[src/hdl/mp3w_pkg.sv]
// ----------------------------------------------------------------------------
// mp3w_pkg
// Shared types, constants and helpers of the 3D max pooling block.
// ----------------------------------------------------------------------------
package mp3w_pkg;

  localparam int MAX_VOXELS  = 4096;
  localparam int SAMPLE_BITS = 16;
  localparam int ADDR_BITS   = $clog2(MAX_VOXELS);
  localparam int CNT_BITS    = ADDR_BITS + 1;
  localparam int REG_BITS    = 31;
  localparam int IDX_BITS    = 2;

  // Register indexes
  localparam logic [IDX_BITS-1:0] REG_DEPTH  = 2'd0;
  localparam logic [IDX_BITS-1:0] REG_HEIGHT = 2'd1;
  localparam logic [IDX_BITS-1:0] REG_WIDTH  = 2'd2;
  localparam logic [IDX_BITS-1:0] REG_CEIL   = 2'd3;

  localparam logic [REG_BITS-1:0] AXIS_RESET = 31'd8321;

  // Input kinds
  localparam logic KIND_LOAD    = 1'b0;
  localparam logic KIND_PRODUCE = 1'b1;

  typedef struct packed {
    logic [6:0] size;
    logic [5:0] kernel;
    logic [5:0] stride;
    logic [5:0] pad0;
    logic [5:0] pad1;
  } axis_t;

  // Controller to datapath commands
  typedef struct packed {
    logic start;     // latch window bounds for current position
    logic step;      // set origin, or advance the walk and issue one read
    logic finish;    // advance position, flag last of volume
    logic load;      // write one sample
    logic restart;   // clear position and load address
    logic present;   // move result into the output register
  } mp3w_cmd_t;

  // Datapath to controller status
  typedef struct packed {
    logic empty_sizes; // some pooled size is zero
    logic walk_done;   // last read of the window issued (or none)
  } mp3w_sts_t;

  function automatic axis_t unpack_axis(input logic [REG_BITS-1:0] r);
    axis_t a;
    a.size   = r[6:0];
    a.kernel = r[12:7];
    a.stride = (r[18:13] == 6'd0) ? 6'd1 : r[18:13];
    a.pad0   = r[24:19];
    a.pad1   = r[30:25];
    return a;
  endfunction

endpackage

[src/hdl/mp3w_size_calc.sv]
// ----------------------------------------------------------------------------
// mp3w_size_calc
// Computes the pooled size of one axis from its setup, by repeated
// subtraction (one stride per cycle; span below 256).
// ----------------------------------------------------------------------------
module mp3w_size_calc (
  input  logic                 clk,
  input  logic                 rst,
  input  logic                 go,
  input  mp3w_pkg::axis_t      axis,
  input  logic                 any_pad,
  input  logic                 round_up,
  output logic                 done,
  output logic [7:0]           pooled
);
  import mp3w_pkg::*;

  // span = size+pad0+pad1-kernel, signed 10 bits
  logic signed [9:0] num;
  logic [9:0]        rem;
  logic [8:0]        quo;
  logic              neg;
  logic              busy;
  logic [5:0]        s;
  logic signed [10:0] p;
  logic [8:0]        lim;
  logic signed [16:0] prod;

  assign s = axis.stride;
  assign num = $signed({3'd0, axis.size}) + $signed({4'd0, axis.pad0})
             + $signed({4'd0, axis.pad1}) - $signed({4'd0, axis.kernel});

  // Final adjust once quotient magnitude is known
  always_comb begin
    logic [8:0] q_up;
    q_up = quo + ((rem != 10'd0) ? 9'd1 : 9'd0);
    if (!neg) p = $signed({2'b0, (round_up ? q_up : quo)}) + 11'sd1;
    else      p = -$signed({2'b0, (round_up ? quo : q_up)}) + 11'sd1;
    lim  = {2'b0, axis.size} + {3'b0, axis.pad0};
    prod = $signed({6'd0, p}) * $signed({11'd0, s}) - $signed({11'd0, s});
  end

  always_ff @(posedge clk) begin
    if (rst) begin
      busy <= 1'b0;
      done <= 1'b0;
    end else begin
      done <= 1'b0;
      if (go) begin
        busy <= 1'b1;
        neg  <= num[9];
        rem  <= num[9] ? 10'(-num) : 10'(num);
        quo  <= 9'd0;
      end else if (busy) begin
        if (rem >= {4'd0, s}) begin
          rem <= rem - {4'd0, s};
          quo <= quo + 9'd1;
        end else begin
          busy <= 1'b0;
          done <= 1'b1;
          if (any_pad && p > 0 && prod >= $signed({8'd0, lim})) begin
            pooled <= (p - 1 > 255) ? 8'd255 : 8'(p - 1);
          end else if (p < 0) begin
            pooled <= 8'd0;
          end else begin
            pooled <= (p > 255) ? 8'd255 : 8'(p);
          end
        end
      end
    end
  end
endmodule

[config.mk]
export PLATFORM = sky130hd
export DESIGN_NAME = mp3w_size_calc
export DESIGN_NICKNAME = d
export VERILOG_FILES = /design/src/hdl/mp3w_pkg.sv /design/src/hdl/mp3w_size_calc.sv
export SDC_FILE = /design/constraint.sdc
export NUM_CORES = 1
export LEC_CHECK = 0
export BUFFER_PORTS_ARGS = -buffer_cell sky130_fd_sc_hd__buf_2
export CAP_MARGIN = 20
export CORE_AREA = 2 2 123 125
export CTS_BUF_LIST = sky130_fd_sc_hd__clkbuf_8
export CTS_CLUSTER_DIAMETER = 60
export DETAILED_ROUTE_END_ITERATION = 10
export DIE_AREA = 0 0 125 127
export RECOVER_POWER = 100
export SKIP_LAST_GASP = 1
export SYNTH_ARGS = -nofsm -noshare
export SYNTH_HDL_FRONTEND = slang
export SYNTH_SLANG_ARGS = --single-unit
export TNS_END_PERCENT = 50
[constraint.sdc]
create_clock -name clk -period 11.26 [get_ports clk]
set_clock_uncertainty 0.15 [all_clocks]
set_input_delay 2.252 -clock clk [delete_from_list [all_inputs] [get_ports clk]]
set_output_delay 2.252 -clock clk [all_outputs]
set_load 0.01 [all_outputs]
## Word-level counts from Yosys, hierarchy flattened

Index checks and enable logic that the tools add are counted.

| cells by class | value |
|---|---|
| bitwise logic cells | 4 |
| $add $sub $neg | 13 |
| order comparisons | 6 |
| reduce and logical (&&, ||, !) cells | 9 |
| muxes and demuxes | 18 |
| multipliers | 1 |

Operators by type and width:

| cell | count |
|---|---|
| 10-bit 2-to-1 mux | 4 |
| 9-bit 2-to-1 mux | 4 |
| 32-bit by 9-bit greater-than comparator with 1-bit output, second input constant | 1 |
| 8-bit 2-to-1 mux | 4 |
| 17-bit by 9-bit >= comparator with 1-bit output | 1 |
| 11-bit by 6-bit multiplier with 17-bit output | 1 |
| 17-bit by 7-bit subtractor with 17-bit output | 1 |
| 7-bit by 6-bit adder with 8-bit output | 2 |
| 11-bit by 2-bit subtractor with 12-bit output, second input constant | 1 |
| 11-bit by 2-bit adder with 11-bit output, second input constant | 1 |
| 11-bit by 1-bit greater-than comparator with 1-bit output, second input constant | 1 |
| 11-bit by 9-bit greater-than comparator with 1-bit output, second input constant | 1 |
| 11-bit by 1-bit less-than comparator with 1-bit output, second input constant | 1 |
| 11-bit 2-to-1 mux | 1 |
| 9-bit negator with 11-bit output | 1 |
| 9-bit by 1-bit adder with 10-bit output, second input constant | 1 |
| 10-bit by 6-bit >= comparator with 1-bit output | 1 |
| 10-bit negator | 1 |
| 10-bit nonzero test | 1 |
| 10-bit by 6-bit subtractor with 10-bit output | 1 |
| 9-bit by 6-bit subtractor with 10-bit output | 1 |
| 8-bit by 6-bit adder with 9-bit output | 1 |
| 9-bit by 1-bit adder with 9-bit output | 1 |
| 9-bit by 1-bit adder with 9-bit output, second input constant | 1 |
| other kinds (8) | 17 |

| storage, ports and cells | value |
|---|---|
| word-level logic and storage cells | 57 |
| bits in registers | 30 |
| input bits | 36 |

## Longest topological paths before layout

| logic depth | value |
|---|---|
| word-level depth | 12 |
| depth in mapped cells | 37 |

## Worst setup path after synthesis

OpenSTA, ideal clock, no wires.

| path | value |
|---|---|
| kind | input-to-reg |
| from | input round_up |
| to | register pooled[6] (data pin) |
| library setup time | 273 ps |
| data arrival time | 8838 ps |
| path slack | 1999 ps |
| cell stages on the path | 34 |
| required time | 10837 ps |
| path through | buf_6 -> buf_6 -> mux2_2 -> ha_1 -> o21ai_2 -> nor2_1 -> or3_1 -> o211ai_4 -> xor2_2 -> nor2_1 -> fa_1 -> inv_1 -> fa_1 -> inv_1 -> fa_1 -> inv_1 -> fa_1 -> inv_1 -> ha_1 -> o211ai_1 -> a21boi_0 -> nor2_1 -> xnor2_1 -> ha_1 -> a221oi_1 -> o211ai_1 -> a311oi_1 -> o21ai_0 -> nor3_1 -> and4_1 -> a211o_1 -> buf_6 -> and3_1 -> a211oi_2 |

| on the way | value |
|---|---|
| cells in the longest elaborated chain, start to end | 9 |
| elaborated cells on any way between the ends | 20 |

RTL lines:

| item | line | text |
|---|---|---|
| start: declaration | mp3w_size_calc.sv:12 | `input logic round_up,` |
| 9-bit 2-to-1 mux | mp3w_size_calc.sv:38 | `else p = -$signed({2'b0, (round_up ? quo : q_up)}) + 11'sd1;` |
| 9-bit negator with 11-bit output | mp3w_size_calc.sv:38 |  |
| 11-bit by 2-bit adder with 11-bit output | mp3w_size_calc.sv:38 |  |
| 11-bit 2-to-1 mux (*) | mp3w_size_calc.sv:37 | `if (!neg) p = $signed({2'b0, (round_up ? q_up : quo)}) + 11'sd1;` |
| 11-bit by 6-bit multiplier with 17-bit output | mp3w_size_calc.sv:40 | `prod = $signed({6'd0, p}) * $signed({11'd0, s}) - $signed({11'd0, s});` |
| 17-bit by 7-bit subtractor with 17-bit output | mp3w_size_calc.sv:40 |  |
| 17-bit by 9-bit >= comparator with 1-bit output | mp3w_size_calc.sv:61 | `if (any_pad && p > 0 && prod >= $signed({8'd0, lim})) begin` |
| 1-bit logical AND | mp3w_size_calc.sv:61 |  |
| 8-bit 2-to-1 mux (*) | mp3w_size_calc.sv:61 |  |
| end signal: assignment | mp3w_size_calc.sv:62 | `pooled <= (p - 1 > 255) ? 8'd255 : 8'(p - 1);` |
| end signal: assignment | mp3w_size_calc.sv:66 | `pooled <= (p > 255) ? 8'd255 : 8'(p);` |
| end: declaration | mp3w_size_calc.sv:14 | `output logic [7:0] pooled` |

Mark *: on every way between the ends. The rest lies on a longest branch, timed or not.
A chain may end at the register's enable or synchronous reset.

## Worst setup path in the final report

Ends and elaborated chain as after synthesis.

==> impl_metrics.prom <==
# TYPE chip_impl_metric gauge
chip_impl_info{name="root_buffer",value="sky130_fd_sc_hd__clkbuf_8"} 1
chip_impl_metric{name="postCtsSetupRepairBufs",unit=""} 0
chip_impl_metric{name="setup_viol_count_final",unit=""} 0
chip_impl_metric{name="finish.net_count",unit=""} 937
chip_impl_metric{name="worstMarginPinSlew",unit="ns"} 1.28
chip_impl_metric{name="postSynthCellCount",unit=""} 738
chip_impl_metric{name="detail_route.drc_violations",unit=""} 0
chip_impl_metric{name="route.final.wire_length",unit="µm"} 14600
chip_impl_info{name="cts_tree",value="built"} 1
chip_impl_info{name="worstSetupPathType",value="in -> reg"} 1
chip_impl_metric{name="ratio_of_cells_with_drive_above_1_in_the_final_layout",unit="%"} 10.8
chip_impl_info{name="slowest_stage",value="sky130_fd_sc_hd__xor2_1"} 1
chip_impl_metric{name="antenna_cells",unit=""} 0
chip_impl_metric{name="ys_ff_latch",unit=""} 30
chip_impl_info{name="synth_ff_type",value="sky130_fd_sc_hd__edfxtp_1"} 1
chip_impl_metric{name="drt.antenna.violating_nets",unit=""} 0
chip_impl_metric{name="worstPathRequired",unit="ns"} 11.22
chip_impl_metric{name="max_cap_violations",unit=""} 0
chip_impl_metric{name="timing_hold_violations_final",unit=""} 0
chip_impl_info{name="post_synth_most_frequent_cells",value="110 x sky130_fd_sc_hd__inv_1, 80 x sky130_fd_sc_hd__ha_1, 68 x sky130_fd_sc_hd__nor2_1, 53 x sky130_fd_sc_hd__fa_1, 47 x sky130_fd_sc_hd__nand2_1"} 1
chip_impl_metric{name="vias_in_the_first_global_route",unit=""} 5251
chip_impl_metric{name="row_count",unit=""} 44
chip_impl_metric{name="synth_cell_type_count",unit=""} 95
chip_impl_metric{name="numCtsBuffers",unit=""} 5
chip_impl_metric{name="mappedNetlistArea",unit="µm²"} 6480
chip_impl_metric{name="groute.usage.overall",unit="%"} 19.1
chip_impl_metric{name="grt_pass1_wl",unit="µm"} 25300
chip_impl_metric{name="coreArea",unit="µm²"} 14400
chip_impl_metric{name="grt_overflow_total",unit=""} 0
chip_impl_metric{name="viasPerCell",unit=""} 5.46
chip_impl_info{name="leading_cell_type_by_number_of_instances_after_synthesis",value="sky130_fd_sc_hd__inv_1"} 1
chip_impl_metric{name="timing.final.ws_setup",unit="ns"} 1.01
chip_impl_metric{name="final_cell_area",unit="µm²"} 6870
chip_impl_metric{name="cts.clk_slew.worst_paths",unit="ns"} 0.07
chip_impl_metric{name="detail_route.first_pass.iterations",unit=""} 5
chip_impl_info{name="rsz0062_at_grt",value="no"} 1
chip_impl_info{name="crit_path_end_kind",value="register"} 1
chip_impl_metric{name="die-width",unit="µm"} 125
chip_impl_metric{name="gp_congestion",unit=""} 0.900
chip_impl_info{name="hold_class",value="reg -> reg"} 1
chip_impl_metric{name="postPlaceCellArea",unit="µm²"} 6810
chip_impl_metric{name="cpPeakStageDelay",unit="ns"} 0.61
chip_impl_metric{name="vdd_ir_drop_max",unit="mV"} 0.174
chip_impl_metric{name="ys_seq_area_share",unit="%"} 13.6
chip_impl_metric{name="static-leakage-power",unit="nW"} 3.07
chip_impl_metric{name="synthesis.area_per_instance",unit="µm²"} 8.78
chip_impl_metric{name="design_power_total",unit="mW"} 1.66
chip_impl_metric{name="htree_num_levels",unit=""} 2
chip_impl_metric{name="cellPowerDensity",unit="nW/µm²"} 241
chip_impl_metric{name="slew-limit-headroom",unit="%"} 14.7
chip_impl_metric{name="die_area",unit="µm²"} 15900
chip_impl_metric{name="achievable-frequency",unit="MHz"} 97.6
chip_impl_metric{name="cts.sink_count",unit=""} 30
chip_impl_metric{name="synth_top_area_share",unit="%"} 16.4
chip_impl_info{name="status",value="finished clean"} 1
chip_impl_metric{name="timing.critical_path.fanout_max",unit=""} 21
chip_impl_metric{name="placedCellCount",unit=""} 944
chip_impl_metric{name="cts-root-to-sink-buffers",unit=""} 2
chip_impl_metric{name="buffer_ports.inserted",unit=""} 44
chip_impl_metric{name="setup-tns-final",unit="ns"} 0
chip_impl_metric{name="pre_cts_ws",unit="ns"} 1.02
chip_impl_metric{name="timing.final.max_slew_violations",unit=""} 0
chip_impl_metric{name="starting_density_of_the_core",unit="%"} 44.9
chip_impl_metric{name="grt_antenna_before_repair",unit=""} 0
chip_impl_metric{name="synth_edf_count",unit=""} 28
chip_impl_metric{name="finalCritPeriodShare",unit="%"} 91.0
chip_impl_metric{name="postCtsResizedCells",unit=""} 0
chip_impl_metric{name="num_vias",unit=""} 5200
chip_impl_metric{name="place_hpwl",unit="µm"} 12100
chip_impl_metric{name="synthArstFlopShare",unit="%"} 0
chip_impl_metric{name="avgRoutedWirePerCell",unit="µm"} 15.4
chip_impl_metric{name="pin_count",unit=""} 45
chip_impl_info{name="synth_largest_area_cell",value="sky130_fd_sc_hd__fa_1"} 1
chip_impl_info{name="timing.critical_path.from_type",value="input port"} 1
chip_impl_metric{name="final_non_filler_cell_total",unit=""} 953
chip_impl_metric{name="grt_start_max_net_pins",unit=""} 31
chip_impl_info{name="synth.area.top_cells",value="sky130_fd_sc_hd__fa_1 16%, sky130_fd_sc_hd__ha_1 15%, sky130_fd_sc_hd__edfxtp_1 13%, sky130_fd_sc_hd__inv_1 6.4%, sky130_fd_sc_hd__xnor2_1 4.3%"} 1
chip_impl_metric{name="clock_latency",unit="ns"} 0.29
chip_impl_metric{name="worst_ep_arrival_time",unit="ns"} 10.21
chip_impl_metric{name="synthesis.nets",unit=""} 907
chip_impl_metric{name="fin_crit",unit="ns"} 10.25
chip_impl_metric{name="die-height",unit="µm"} 127
chip_impl_metric{name="first_iter_violations",unit=""} 345
chip_impl_metric{name="hold_buffers",unit=""} 0
chip_impl_metric{name="yosysWarnings",unit=""} 0
chip_impl_metric{name="area_delta_synth_final",unit="%"} 6.03
==> flip-flops by register name, summed over array words and instances, names as in the netlist <==
name    flops
rem        10
done        1
neg         1
busy        1
pooled      8
quo         9
==> cell families after synthesis <==
kind of cell	share of synthesized area [%]
DFF	13.6
other	0.0579
adders and majority gates	31.8
buffers and inverters	8.85
muxes	1.97
and+or+nand+nor	19.0
xor gates and xnor gates	8.57
AOI/OAI and AO/OA	16.1
==> power breakdown <==
group | leakage [nW] | internal [mW] | switching (mW)
clock network | 0.0626 | 0.0712 | 0.0435
registers | 0.281 | 0.139 | 0.0152
logic | 2.73 | 0.605 | 0.783
total | 3.07 | 0.815 | 0.841
==> critical path, delay by kind of cell <==
kind,cells,cell delay [ns]
XOR/XNOR,2,0.74
buffers and inverters,5,0.52
AND/OR/NAND/NOR,7,1.21
adder cells (fa/ha/maj),7,3.01
multiplexers,1,0.39
AO/OA/AOI/OAI,10,2.07
==> final timing paths <==
check / from / endpoint / slack [ns] / depth (start not counted)
worst max-delay path: round_up / pooled[6] / 1.01 / 32
worst min-delay path: busy / done / 0.35 / 1
worst max register to register: rem[6] / pooled[6] / 1.42 / 35
worst min register to register: busy / done / 0.35 / 1
==> placed cells by master (no fill, tap or decap), types with 19 or more instances in the layout <==
cell,n
sky130_fd_sc_hd__xnor2_1,32
sky130_fd_sc_hd__buf_2,32
sky130_fd_sc_hd__o21ai_0,19
sky130_fd_sc_hd__a21oi_1,39
sky130_fd_sc_hd__fa_1,53
sky130_fd_sc_hd__xor2_1,20
sky130_fd_sc_hd__edfxtp_1,28
sky130_fd_sc_hd__nand2_1,47
sky130_fd_sc_hd__inv_1,111
sky130_fd_sc_hd__ha_1,80
sky130_fd_sc_hd__nor2_1,69
==> layout make-up <==
cell class / instances / area [µm²]
Timing Repair Buffer: 47 / 220
Tap cell: 184 / 230
Clock inverter: 2 / 33.8
Clock buffer: 6 / 82.6
Fill cell: 1432 / 7550
Sequential cell: 30 / 881
Multi-Input combinational cell: 570 / 4990
Inverter: 114 / 430
==> per-stage QoR <==
stage / utilization [%] / hold slack [ns]
detailed placement: 47.2 / 0.338
CTS: 48.0 / 0.350
floorplan: - / 0.317
global placement: 47.2 / 0.335
global route: 47.6 / 0.373
finish: 47.6 / 0.349
==> routing by layer <==
metal  routed length, µm  global-route usage [%]  vias to the layer above  share of wire (%)
li1                    -                       -                     2596                  -
met1                6860                    25.7                     2481                 47
met2                7080                    33.7                      110                 48
met3                 505                    1.68                       13                3.4
met4                 199                    4.31                        0                1.4
met5                   0                       0                        -                  0
Power figures use the tool's default switching activity.
