==> src/hdl/mp3w_pkg.sv <==
// ----------------------------------------------------------------------------
// mp3w_pkg
// Shared types, constants and helpers of the 3D max pooling block.
// ----------------------------------------------------------------------------
package mp3w_pkg;

  localparam int MAX_VOXELS  = 4096;
  localparam int SAMPLE_BITS = 16;
  localparam int ADDR_BITS   = $clog2(MAX_VOXELS);
  localparam int CNT_BITS    = ADDR_BITS + 1;
  localparam int REG_BITS    = 31;
  localparam int IDX_BITS    = 2;

  // Register indexes
  localparam logic [IDX_BITS-1:0] REG_DEPTH  = 2'd0;
  localparam logic [IDX_BITS-1:0] REG_HEIGHT = 2'd1;
  localparam logic [IDX_BITS-1:0] REG_WIDTH  = 2'd2;
  localparam logic [IDX_BITS-1:0] REG_CEIL   = 2'd3;

  localparam logic [REG_BITS-1:0] AXIS_RESET = 31'd8321;

  // Input kinds
  localparam logic KIND_LOAD    = 1'b0;
  localparam logic KIND_PRODUCE = 1'b1;

  typedef struct packed {
    logic [6:0] size;
    logic [5:0] kernel;
    logic [5:0] stride;
    logic [5:0] pad0;
    logic [5:0] pad1;
  } axis_t;

  // Controller to datapath commands
  typedef struct packed {
    logic start;     // latch window bounds for current position
    logic step;      // set origin, or advance the walk and issue one read
    logic finish;    // advance position, flag last of volume
    logic load;      // write one sample
    logic restart;   // clear position and load address
    logic present;   // move result into the output register
  } mp3w_cmd_t;

  // Datapath to controller status
  typedef struct packed {
    logic empty_sizes; // some pooled size is zero
    logic walk_done;   // last read of the window issued (or none)
  } mp3w_sts_t;

  function automatic axis_t unpack_axis(input logic [REG_BITS-1:0] r);
    axis_t a;
    a.size   = r[6:0];
    a.kernel = r[12:7];
    a.stride = (r[18:13] == 6'd0) ? 6'd1 : r[18:13];
    a.pad0   = r[24:19];
    a.pad1   = r[30:25];
    return a;
  endfunction

endpackage

==> src/hdl/mp3w_ctrl.sv <==
// ----------------------------------------------------------------------------
// mp3w_ctrl
// Sequencer: takes items, runs size computation, window walks and output.
// ----------------------------------------------------------------------------
module mp3w_ctrl (
  input  logic                clk,
  input  logic                rst,
  input  logic                in_valid,
  input  logic                in_kind,
  output logic                in_ready,
  output logic                out_valid,
  input  logic                out_ready,
  input  logic                cfg_written,
  input  logic                sizes_done,
  output logic                sizes_go,
  output mp3w_pkg::mp3w_cmd_t cmd,
  input  mp3w_pkg::mp3w_sts_t sts
);
  import mp3w_pkg::*;

  typedef enum logic [2:0] {S_SIZE, S_IDLE, S_START, S_WALK, S_DRAIN, S_DRAIN2, S_OUT}
    state_t;
  state_t state;
  logic   accept;
  logic   out_free;

  assign in_ready = (state == S_IDLE);
  assign accept   = in_valid && in_ready;
  // output register empty or being taken this cycle
  assign out_free = !out_valid || out_ready;

  always_comb begin
    cmd = '0;
    cmd.load    = accept && (in_kind == KIND_LOAD);
    cmd.restart = cfg_written;
    cmd.start   = (state == S_START);
    cmd.step    = (state == S_WALK) || ((state == S_DRAIN) && !sts.walk_done);
    cmd.finish  = (state == S_DRAIN2);
    cmd.present = (state == S_OUT) && out_free;
  end

  always_ff @(posedge clk) begin
    if (rst) begin
      state     <= S_SIZE;
      sizes_go  <= 1'b1;
      out_valid <= 1'b0;
    end else begin
      sizes_go <= 1'b0;
      if (out_valid && out_ready) out_valid <= 1'b0;
      if (cfg_written) begin
        state    <= S_SIZE;
        sizes_go <= 1'b1;
      end else begin
        unique case (state)
          S_SIZE:   if (sizes_done) state <= S_IDLE;
          S_IDLE:   if (accept && in_kind == KIND_PRODUCE && !sts.empty_sizes)
                      state <= S_START;
          S_START:  state <= S_WALK;
          // first step sets origin; walk_done then falls until last read
          S_WALK:   state <= S_DRAIN;
          S_DRAIN:  state <= sts.walk_done ? S_DRAIN2 : S_DRAIN;
          S_DRAIN2: state <= S_OUT;
          S_OUT: begin
            if (out_free) begin
              out_valid <= 1'b1;
              state     <= S_IDLE;
            end
          end
          default:  state <= S_IDLE;
        endcase
      end
    end
  end
endmodule

==> config.mk <==
export PLATFORM = sky130hd
export DESIGN_NAME = mp3w_ctrl
export DESIGN_NICKNAME = d
export VERILOG_FILES = /design/src/hdl/mp3w_pkg.sv /design/src/hdl/mp3w_ctrl.sv
export SDC_FILE = /design/constraint.sdc
export NUM_CORES = 1
export LEC_CHECK = 0
export BUFFER_PORTS_ARGS = -buffer_cell sky130_fd_sc_hd__buf_2
export CELL_PAD_IN_SITES_DETAIL_PLACEMENT = 1
export CELL_PAD_IN_SITES_GLOBAL_PLACEMENT = 1
export CORE_AREA = 2 2 39 41
export CTS_CLUSTER_SIZE = 20
export DETAILED_ROUTE_END_ITERATION = 7
export DIE_AREA = 0 0 41 43
export PLACE_DENSITY_LB_ADDON = 0.1
export SLEW_MARGIN = 25
export SYNTH_ARGS = -nofsm -noshare
export SYNTH_HDL_FRONTEND = slang
export SYNTH_SLANG_ARGS = --single-unit
==> constraint.sdc <==
create_clock -name clk -period 1.5 [get_ports clk]
set_input_delay 0.3 -clock clk [delete_from_list [all_inputs] [get_ports clk]]
set_output_delay 0.3 -clock clk [all_outputs]
set_load 0.02 [all_outputs]
======== After elaboration in Yosys (flattened, before gate mapping) ========
Cells that the tools add are included.
word-level totals
  input bits .............................. 9
  register bits after elaboration ......... 5
  logic and storage cells ................. 38
  output and inout port bits .............. 9
operators by class
  equality and inequality tests ........... 9
  mux-type cells .......................... 10
  reductions and logical operators ........ 15
  bitwise logic cells ..................... 1
operators by type and width
  operator              count
  $pmux W3 S7           1
  $eq A3 B3 Y1 const B  3
  $mux W3               3
  $logic_and A1 B1 Y1   7
  $eq A3 B2 Y1 const B  2
  $mux W1               6
  $ne A2 B2 Y1 const B  2
  $eq A3 B1 Y1 const B  1
  $logic_not A1 Y1      3
  $logic_not A3 Y1      1
  $reduce_and A3 Y1     1
  $logic_or A1 B1 Y1    2
  $ne A2 B1 Y1 const B  1
  $reduce_or A2 Y1      1
  $not A1 Y1            1

======== Longest topological paths before layout ========
Gate-level depths: netlist of run 1.
  depth in word-level cells ............... 6
  gate-level depth with buffers ........... 6
  mapped depth without buffers ............ 5

======== Least setup slack after synthesis of run 1 ========
No wires, ideal clock.
  kind .................................... register to output
  start point ............................. register state[2]
  end point ............................... output cmd[2] (netlist bit)
  path slack .............................. 42 ps
  data arrival time ....................... 1158 ps
  cell stages (with the launch flop) ...... 4
  data required time ...................... 1200 ps
  path buffers ............................ 1
  cell sequence ........................... dfxtp_1 -> buf_8 -> nor3b_2 -> and3b_1
RTL lines
  what                    line             text
  start, declared         mp3w_ctrl.sv:23  state_t state;
  start signal, assigned  mp3w_ctrl.sv:61  S_DRAIN: state <= sts.walk_done ? S_DRAIN2 : S_DRAIN;
  end, declared           mp3w_ctrl.sv:16  output mp3w_pkg::mp3w_cmd_t cmd,

==> flow_summary_export.csv, run 1 <==
group,metric,value,unit
sta,clock-skew-final,0.006900,ns
hold_path,hp-class,"primary input to register",
sta,min_period_over_period,0.9924,
floorplan,pin_count,18,
final_layout,nets,80,
clock_tree,cts_tree,"yes",
sta,period_needed,1.489,ns
logic_synthesis,synth.distinct_cells,27,
grt,antenna_found_initial,0,
logic_synthesis,ys.flop_type,"dfxtp_1",
logic_synthesis,synth.yosys.warnings,0,
final_layout,diodes,0,
setup_path,start_kind,"register",
detailed_routing,wl_per_cell,12.74,um
status,status,"finished, final reports clean",
logic_synthesis,ys_seq_area_frac,0.2712,
clock_tree,clock_path_buffers,2,
logic_synthesis,netlist_top_cells_count,"nor2_1, nand2_1, dfxtp_1",
floorplan,die_y,43,um
logic_synthesis,synth_area,369.1,um^2
sta,slew_headroom,0.8465,
clock_tree,cts_hold_buf,0,
power,p_leak,0.2551,nW
logic_synthesis,syn_nets,56,
clock_tree,cts_buffers,3,
logic_synthesis,syn-instance-count,46,
logic_synthesis,synth_largest_area_cell,"dfxtp_1",
sta,tightestPinTransition,0.2287,ns
clock_tree,cts_htree_levels,1,
logic_synthesis,synth_area_per_cell,8.024,um^2
setup_path,critPathCaptureType,"primary output",
final_layout,layout-drive-gt1-share,0.4928,
floorplan,initial_core_util,0.2667,
sta,setup_violations,0,
detailed_routing,first_iter_violations,2,
setup_path,critical_path_class,"register to primary output",
logic_synthesis,synth-seq-cells,5,
clock_tree,cts.root.buffer_cell,"clkbuf_4",
sta,fmax,671.8,MHz
placement,gp_congestion,0.7946,
grt,grt_pass1_vias,414,
grt,grtUsageTotal,0.1456,
setup_path,crit_fanout,6,
detailed_routing,dr_total_vias,413,
sta,layout_setup_ws,0.01141,ns
final_layout,syn2layout_area_growth,43.73,%
sta,rsz0062_at_grt,"yes",
detailed_routing,drc,0,
logic_synthesis,synthArstFlopShare,0,
floorplan,num_rows,14,
placement,hpwl,853.6,um
clock_tree,cts_sinks,5,
grt,grt_pass1_wl,1.697,mm
detailed_routing,ant_nets,0,
logic_synthesis,synth_edf_count,0,
sta,slew_violations,0,
sta,fin_setup_tns,0,ns
final_layout,utilization,0.3834,
setup_path,cp.required,1.20,ns
grt,gr-total-overflow,0,
placement,port_buffers,17,
grt,grt_max_degree,10,
logic_synthesis,synth_area_leaders,"dfxtp_1, nor2_1, nand2_1",
detailed_routing,wirelength,1.083,mm
clock_tree,clkLatencyLatePin,0.25,ns
detailed_routing,first_pass_iters,4,
power,p_per_area,717.0,nW/um^2
final_layout,finalInstanceArea,530.5,um^2
placement,place_ws,0.08612,ns
floorplan,coreArea,1384,um^2
detailed_routing,vias_per_cell,4.859,
setup_path,arrival,1.19,ns
floorplan,dieArea,1763,um^2
placement,placed_area,470.5,um^2
job,max-cap-violations,0,
clock_tree,cts.clk_slew.worst_paths,0.05,ns
logic_synthesis,yosysMostFrequentCell,"nor2_1",
logic_synthesis,yosys.area.top_type_share,0.2712,
sta,hold_viol,0,
power,ir_drop,169.1,uV
floorplan,fp.dieW,41,um
-- placed cells by master (no fill, tap or decap) --
cell	instances
buf_2	15
nor2_1	7
nand2_1	6
buf_4	6
inv_1	3
clkbuf_4	3
a21oi_1	2
dfxtp_1	2
dfxtp_4	2
inv_6	1
nor3b_4	1
nor3_4	1
and3_2	1
and3b_1	1
nor2_2	1
a32o_1	1
nor2b_1	1
nand3b_1	1
or2_1	1
o21ai_1	1
nand3_1	1
o21ai_0	1
and4b_1	1
nand4_1	1
o22ai_2	1
o211ai_1	1
a31oi_1	1
a22oi_1	1
ha_1	1
clkbuf_1	1
buf_6	1
dfxtp_2	1
-- path summary, 6_finish.rpt --
check | startpoint | to | slack [ns] | depth (start not counted)
worst max register to register | state[1] | state[0] | 0.19 | 5
worst min-delay path | rst | out_valid | 0.22 | 2
worst max-delay path | state[1] | cmd[2] | 0.01 | 3
worst min register to register | out_valid | out_valid | 0.65 | 3
-- logic make-up after synthesis --
logic type	Yosys count	synth area share
buffers and inverters	7	0.1458
adder cells (fa/ha/maj)	1	0.03389
AO/OA/AOI/OAI	9	0.1729
flip-flops	5	0.2712
AND/OR/NAND/NOR	24	0.3763
-- state kept, by name (all words and copies together) (netlist names) --
name       flops
state          3
sizes_go       1
out_valid      1
-- layout make-up --
type | instances | area [um^2]
Clock buffer | 4 | 26.28
Fill cell | 189 | 853.3
Inverter | 4 | 20.02
Multi-Input combinational cell | 34 | 224.0
Sequential cell | 5 | 108.9
Tap cell | 16 | 20.02
Timing Repair Buffer | 22 | 131.4
-- routing by layer --
metal	part of all wire	vias to the layer above	GRT usage
met2	0.52	17	0.2250
met5	0	-	0
met3	0.066	2	0
met4	0.014	0	0.1400
li1	-	206	-
met1	0.40	188	0.1672
-- power by group --
group	internal (mW)	switching (mW)
combinational	0.0384	0.0397
sequential	0.135	0.00545
clock	0.101	0.0609
-- stage by stage --
step	hold WS (ns)	instances	total power, mW
2_1_floorplan	0.3724	46	0.1849
3_3_place_gp	0.4729	80	0.2147
3_5_place_dp	0.4778	80	0.2160
4_1_cts	0.2107	84	0.3823
5_1_grt	0.2368	85	0.3994
6_report	0.2192	85	0.3804
-- critical path, stage by stage (launching register included) --
cell     delay (ns)
dfxtp_4        0.38
nor3b_4        0.24
and3b_1        0.18
buf_4          0.13
-- what timing repair did --
| action | in CTS | in global routing |
|---|---|---|
| buffers inserted | 0 | 1 |
| setup endpoints to repair | 5 | 3 |
| gates resized for setup | 7 | 3 |
| pin swaps | 1 | 2 |
No activity file was read; power rests on OpenSTA's default activity.
==> run 2: changes to the inputs <==
==> constraint.sdc (replaced) <==
create_clock -name clk -period 1.5 [get_ports clk]
set_input_delay 0.075 -clock clk [delete_from_list [all_inputs] [get_ports clk]]
set_output_delay 0.075 -clock clk [all_outputs]
set_load 0.02 [all_outputs]
==> flow_summary_export.csv, run 2 (synthesized netlist as in run 1, its figures left out) <==
group,metric,value,unit
final_layout,mostFrequentLayoutCells,"buf_2, nor2_1, nand2_1, dfxtp_1",
clock_tree,clkLatencyLatePin,0.24,ns
final_layout,top_register,"state",
sta,period_needed,1.404,ns
detailed_routing,first_iter_violations,7,
floorplan,pin_count,18,
power,p_per_area,726.0,nW/um^2
final_layout,largest_reg_flops,3,
clock_tree,cts-resized-gates,0,
setup_path,crit_buf_inv,2,
job,max-cap-violations,0,
clock_tree,post-cts-setup-buffer-count,0,
sta,tightestPinTransition,0.2364,ns
detailed_routing,wirelength,958,um
hold_path,hp-start,"cfg_written",
final_layout,reg_top3,"state x3, out_valid x1, sizes_go x1",
final_layout,final_common_cell,"buf_2",
setup_path,startpoint,"state[1]",
clock_tree,cts_sinks,5,
detailed_routing,ant_nets,0,
hold_path,hp-class,"primary input to register",
floorplan,fp.dieW,41,um
placement,gp_congestion,0.7899,
setup_path,start_kind,"register",
sta,fmax,712.3,MHz
final_layout,nets,79,
detailed_routing,drc,0,
setup_path,crit_fanout,9,
clock_tree,cts_buffers,3,
setup_path,cp_top_family,"flip-flops",
detailed_routing,wl_per_cell,11.40,um
sta,setup_violations,0,
grt,grt_pass1_wl,1.600,mm
clock_tree,cts.clk_slew.worst_paths,0.04,ns
grt,gr-total-overflow,0,
clock_tree,cts_hold_buf,1,
sta,slew_violations,0,
grt,grt_max_degree,10,
grt,grt_pass1_vias,392,
power,p_leak,0.2507,nW
sta,layout_setup_ws,0.09609,ns
setup_path,regToRegStartpoint,"state[1]",
floorplan,die_y,43,um
hold_path,hold_depth,2,
setup_path,r2r_slack,0.22,ns
setup_path,cpPeakStageDelay,0.39,ns
floorplan,num_rows,14,
sta,min_period_over_period,0.9359,
setup_path,cp_slowest_cell,"dfxtp_1",
setup_path,worstRegToRegCells,5,
sta,rsz0062_at_grt,"no",
setup_path,r2r-end,"state[0]",
grt,antenna_found_initial,0,
clock_tree,cts.root.buffer_cell,"clkbuf_4",
clock_tree,cts_tree,"yes",
setup_path,critical_path_class,"register to primary output",
grt,grtUsageTotal,0.1396,
detailed_routing,dr_total_vias,404,
clock_tree,cts_htree_levels,1,
sta,slew_headroom,0.8422,
setup_path,arrival,1.33,ns
sta,clock-skew-final,0.001320,ns
setup_path,critPathCaptureType,"primary output",
final_layout,syn2layout_area_growth,35.25,%
status,status,"finished, final reports clean",
detailed_routing,vias_per_cell,4.810,
setup_path,path_cells,"buf_4 -> nor2_1 -> a32o_1 -> buf_2",
floorplan,dieArea,1763,um^2
hold_path,min_to,"sizes_go",
power,ir_drop,244.1,uV
detailed_routing,first_pass_iters,4,
floorplan,initial_core_util,0.2667,
power,power,362.5,uW
placement,hpwl,811.1,um
placement,port_buffers,17,
sta,fin_setup_tns,0,ns
final_layout,layout-drive-gt1-share,0.4118,
clock_tree,clock_path_buffers,2,
sta,hold_viol,0,
placement,place_ws,0.2191,ns
final_layout,diodes,0,
setup_path,cp.required,1.42,ns
floorplan,coreArea,1384,um^2
==> run 2: area by class of cell <==
type                    instances  area, um^2
fillers                       186       884.6
multi-input cells              34       215.2
repair buffers                 21       117.6
flip-flops and latches          5       100.1
clock buffers                   4       26.28
inverters                       4       20.02
well taps                      16       20.02
==> run 2: routing by layer <==
metal / up-vias / part of all wire / wire, um / GRT usage
met2: 18 / 0.46 / 436 / 0.1906
met4: 0 / 0.029 / 28 / 0.1400
li1: 202 / - / - / -
met5: - / 0 / 0 / 0
met3: 3 / 0.076 / 73 / 0.02094
met1: 181 / 0.44 / 419 / 0.1704
==> run 2: worst max path at each step <==
stage	slack, ns	to	cells after the start
after floorplan	0.24	state[0]	6
after global placement	0.24	state[0]	5
after detailed placement	0.22	state[0]	5
after CTS	0.08	cmd[4]	4
after global routing	0.02	cmd[4]	4
final	0.1	cmd[4]	4
==> run 2: through the flow <==
step,utilization,hold WS (ns),cell area (um^2),std cells
after floorplan,-,0.1474,369.1,46
after global placement,0.3345,0.2462,462.9,79
after detailed placement,0.3345,0.2567,462.9,79
after CTS,0.3608,0.1247,499.2,84
after global routing,0.3608,0.1528,499.2,84
final,0.3608,0.1225,499.2,84
==> run 2: where the power goes <==
part           internal [mW]  switching [mW]
clock network          0.101          0.0560
logic                 0.0281          0.0347
registers              0.138         0.00527
total                  0.267          0.0959
==> run 3: changes to the inputs <==
--- a/config.mk
+++ b/config.mk
@@ -13,6 +13,7 @@
 export DETAILED_ROUTE_END_ITERATION = 7
 export DIE_AREA = 0 0 41 43
 export PLACE_DENSITY_LB_ADDON = 0.1
+export REMOVE_ABC_BUFFERS = 1
 export SLEW_MARGIN = 25
 export SYNTH_ARGS = -nofsm -noshare
 export SYNTH_HDL_FRONTEND = slang
==> constraint.sdc (replaced) <==
create_clock -name clk -period 1.4 [get_ports clk]
set_input_delay 0.07 -clock clk [delete_from_list [all_inputs] [get_ports clk]]
set_output_delay 0.07 -clock clk [all_outputs]
set_load 0.02 [all_outputs]
==> flow_summary_export.csv, run 3 (synthesized netlist as in run 1, its figures left out) <==
group,metric,value,unit
sta,layout_setup_ws,0.07435,ns
detailed_routing,wl_per_cell,12.36,um
detailed_routing,ant_nets,0,
sta,clock-skew-final,0.001191,ns
status,status,"finished, final reports clean",
sta,fmax,754.4,MHz
placement,place_ws,0.1268,ns
clock_tree,cts_htree_levels,1,
setup_path,critPathCaptureType,"primary output",
detailed_routing,vias_per_cell,4.767,
clock_tree,cts.root.buffer_cell,"clkbuf_4",
detailed_routing,first_pass_iters,2,
clock_tree,cts_buffers,3,
sta,fin_setup_tns,0,ns
floorplan,coreArea,1384,um^2
job,max-cap-violations,0,
power,p_leak,0.2624,nW
grt,grt_pass1_wl,1.676,mm
sta,period_needed,1.326,ns
placement,port_buffers,17,
final_layout,nets,81,
sta,hold_viol,0,
setup_path,critical_path_class,"register to primary output",
clock_tree,clock_path_buffers,2,
grt,gr-total-overflow,0,
setup_path,arrival,1.26,ns
final_layout,top_register,"state",
final_layout,mostFrequentLayoutCells,"buf_2, nor2_1, nand2_1, buf_4",
sta,slew_headroom,0.8120,
sta,slew_violations,0,
grt,antenna_found_initial,0,
floorplan,fp.dieW,41,um
floorplan,pin_count,18,
grt,grtUsageTotal,0.1457,
final_layout,reg_top3,"state x3, out_valid x1, sizes_go x1",
final_layout,syn2layout_area_growth,44.75,%
power,ir_drop,369.8,uV
final_layout,final_common_cell,"buf_2",
setup_path,cp.required,1.33,ns
floorplan,initial_core_util,0.2667,
placement,hpwl,821,um
floorplan,die_y,43,um
sta,setup_violations,0,
clock_tree,cts_tree,"yes",
clock_tree,cts_sinks,5,
final_layout,diodes,0,
sta,min_period_over_period,0.9469,
grt,grt_max_degree,10,
final_layout,largest_reg_flops,3,
sta,tightestPinTransition,0.2814,ns
clock_tree,clkLatencyLatePin,0.25,ns
setup_path,crit_fanout,4,
detailed_routing,wirelength,1.063,mm
detailed_routing,drc,0,
clock_tree,cts.clk_slew.worst_paths,0.05,ns
power,p_per_area,760.8,nW/um^2
setup_path,start_kind,"register",
grt,grt_pass1_vias,408,
detailed_routing,dr_total_vias,410,
detailed_routing,first_iter_violations,4,
placement,gp_congestion,0.6980,
final_layout,layout-drive-gt1-share,0.4714,
floorplan,dieArea,1763,um^2
floorplan,num_rows,14,
hold_path,hp-class,"primary input to register",
## run 3: routing by layer
layer | track usage | wire length [um]
met1 | 0.1516 | 429
met2 | 0.2406 | 559
met3 | 0.09424 | 74
met4 | 0.02000 | 0
met5 | 0 | 0
## run 3: repair_timing
action	4_1_cts	5_1_grt
resized for setup	3	4
pin swaps	0	2
hold buffers	1	0
endpoints found under the hold margin	1	0
setup endpoints to repair	2	2
setup buffers	0	2
## run 3: area by class of cell
| cell class | instances | area [um^2] |
|---|---|---|
| multi-input cells | 34 | 221.5 |
| clock buffers | 4 | 26.28 |
| repair buffers | 23 | 142.6 |
| well taps | 16 | 20.02 |
| fillers | 185 | 849.6 |
| inverters | 4 | 20.02 |
| flip-flops and latches | 5 | 103.9 |
## run 3: metrics by stage
| stage | power, mW | hold WS (ns) | cell area (um^2) | utilization | cells |
|---|---|---|---|---|---|
| 4_1_cts | 0.4060 | 0.1155 | 510.5 | 0.3689 | 84 |
| 2_1_floorplan | 0.1926 | 0.1400 | 335.3 | - | 43 |
| 3_5_place_dp | 0.2221 | 0.2530 | 462.9 | 0.3345 | 79 |
| 3_3_place_gp | 0.2214 | 0.2491 | 462.9 | 0.3345 | 79 |
| 5_1_grt | 0.4408 | 0.1412 | 534.3 | 0.3861 | 86 |
| 6_report | 0.4065 | 0.1189 | 534.3 | 0.3861 | 86 |
## run 3: power breakdown
part	switching (mW)	leakage, nW	internal [mW]
sequential	0.00552	0.0422	0.148
combinational	0.0398	0.205	0.0390
clock	0.0660	0.0150	0.108
## run 3: final timing paths
kind                                  start        end  slack [ns]  depth (start not counted)
worst max-delay path               state[2]     cmd[2]        0.07                          4
worst min-delay path            cfg_written  out_valid        0.12                          4
worst max register to register     state[1]   state[0]        0.16                          5
worst min register to register    out_valid  out_valid        0.65                          3
## run 3: worst max-delay path, stage by stage, from the launching register on
cell and delay [ns]:
dfxtp_2 0.33, buf_4 0.15, nor3b_4 0.22, and3b_1 0.20, buf_6 0.12
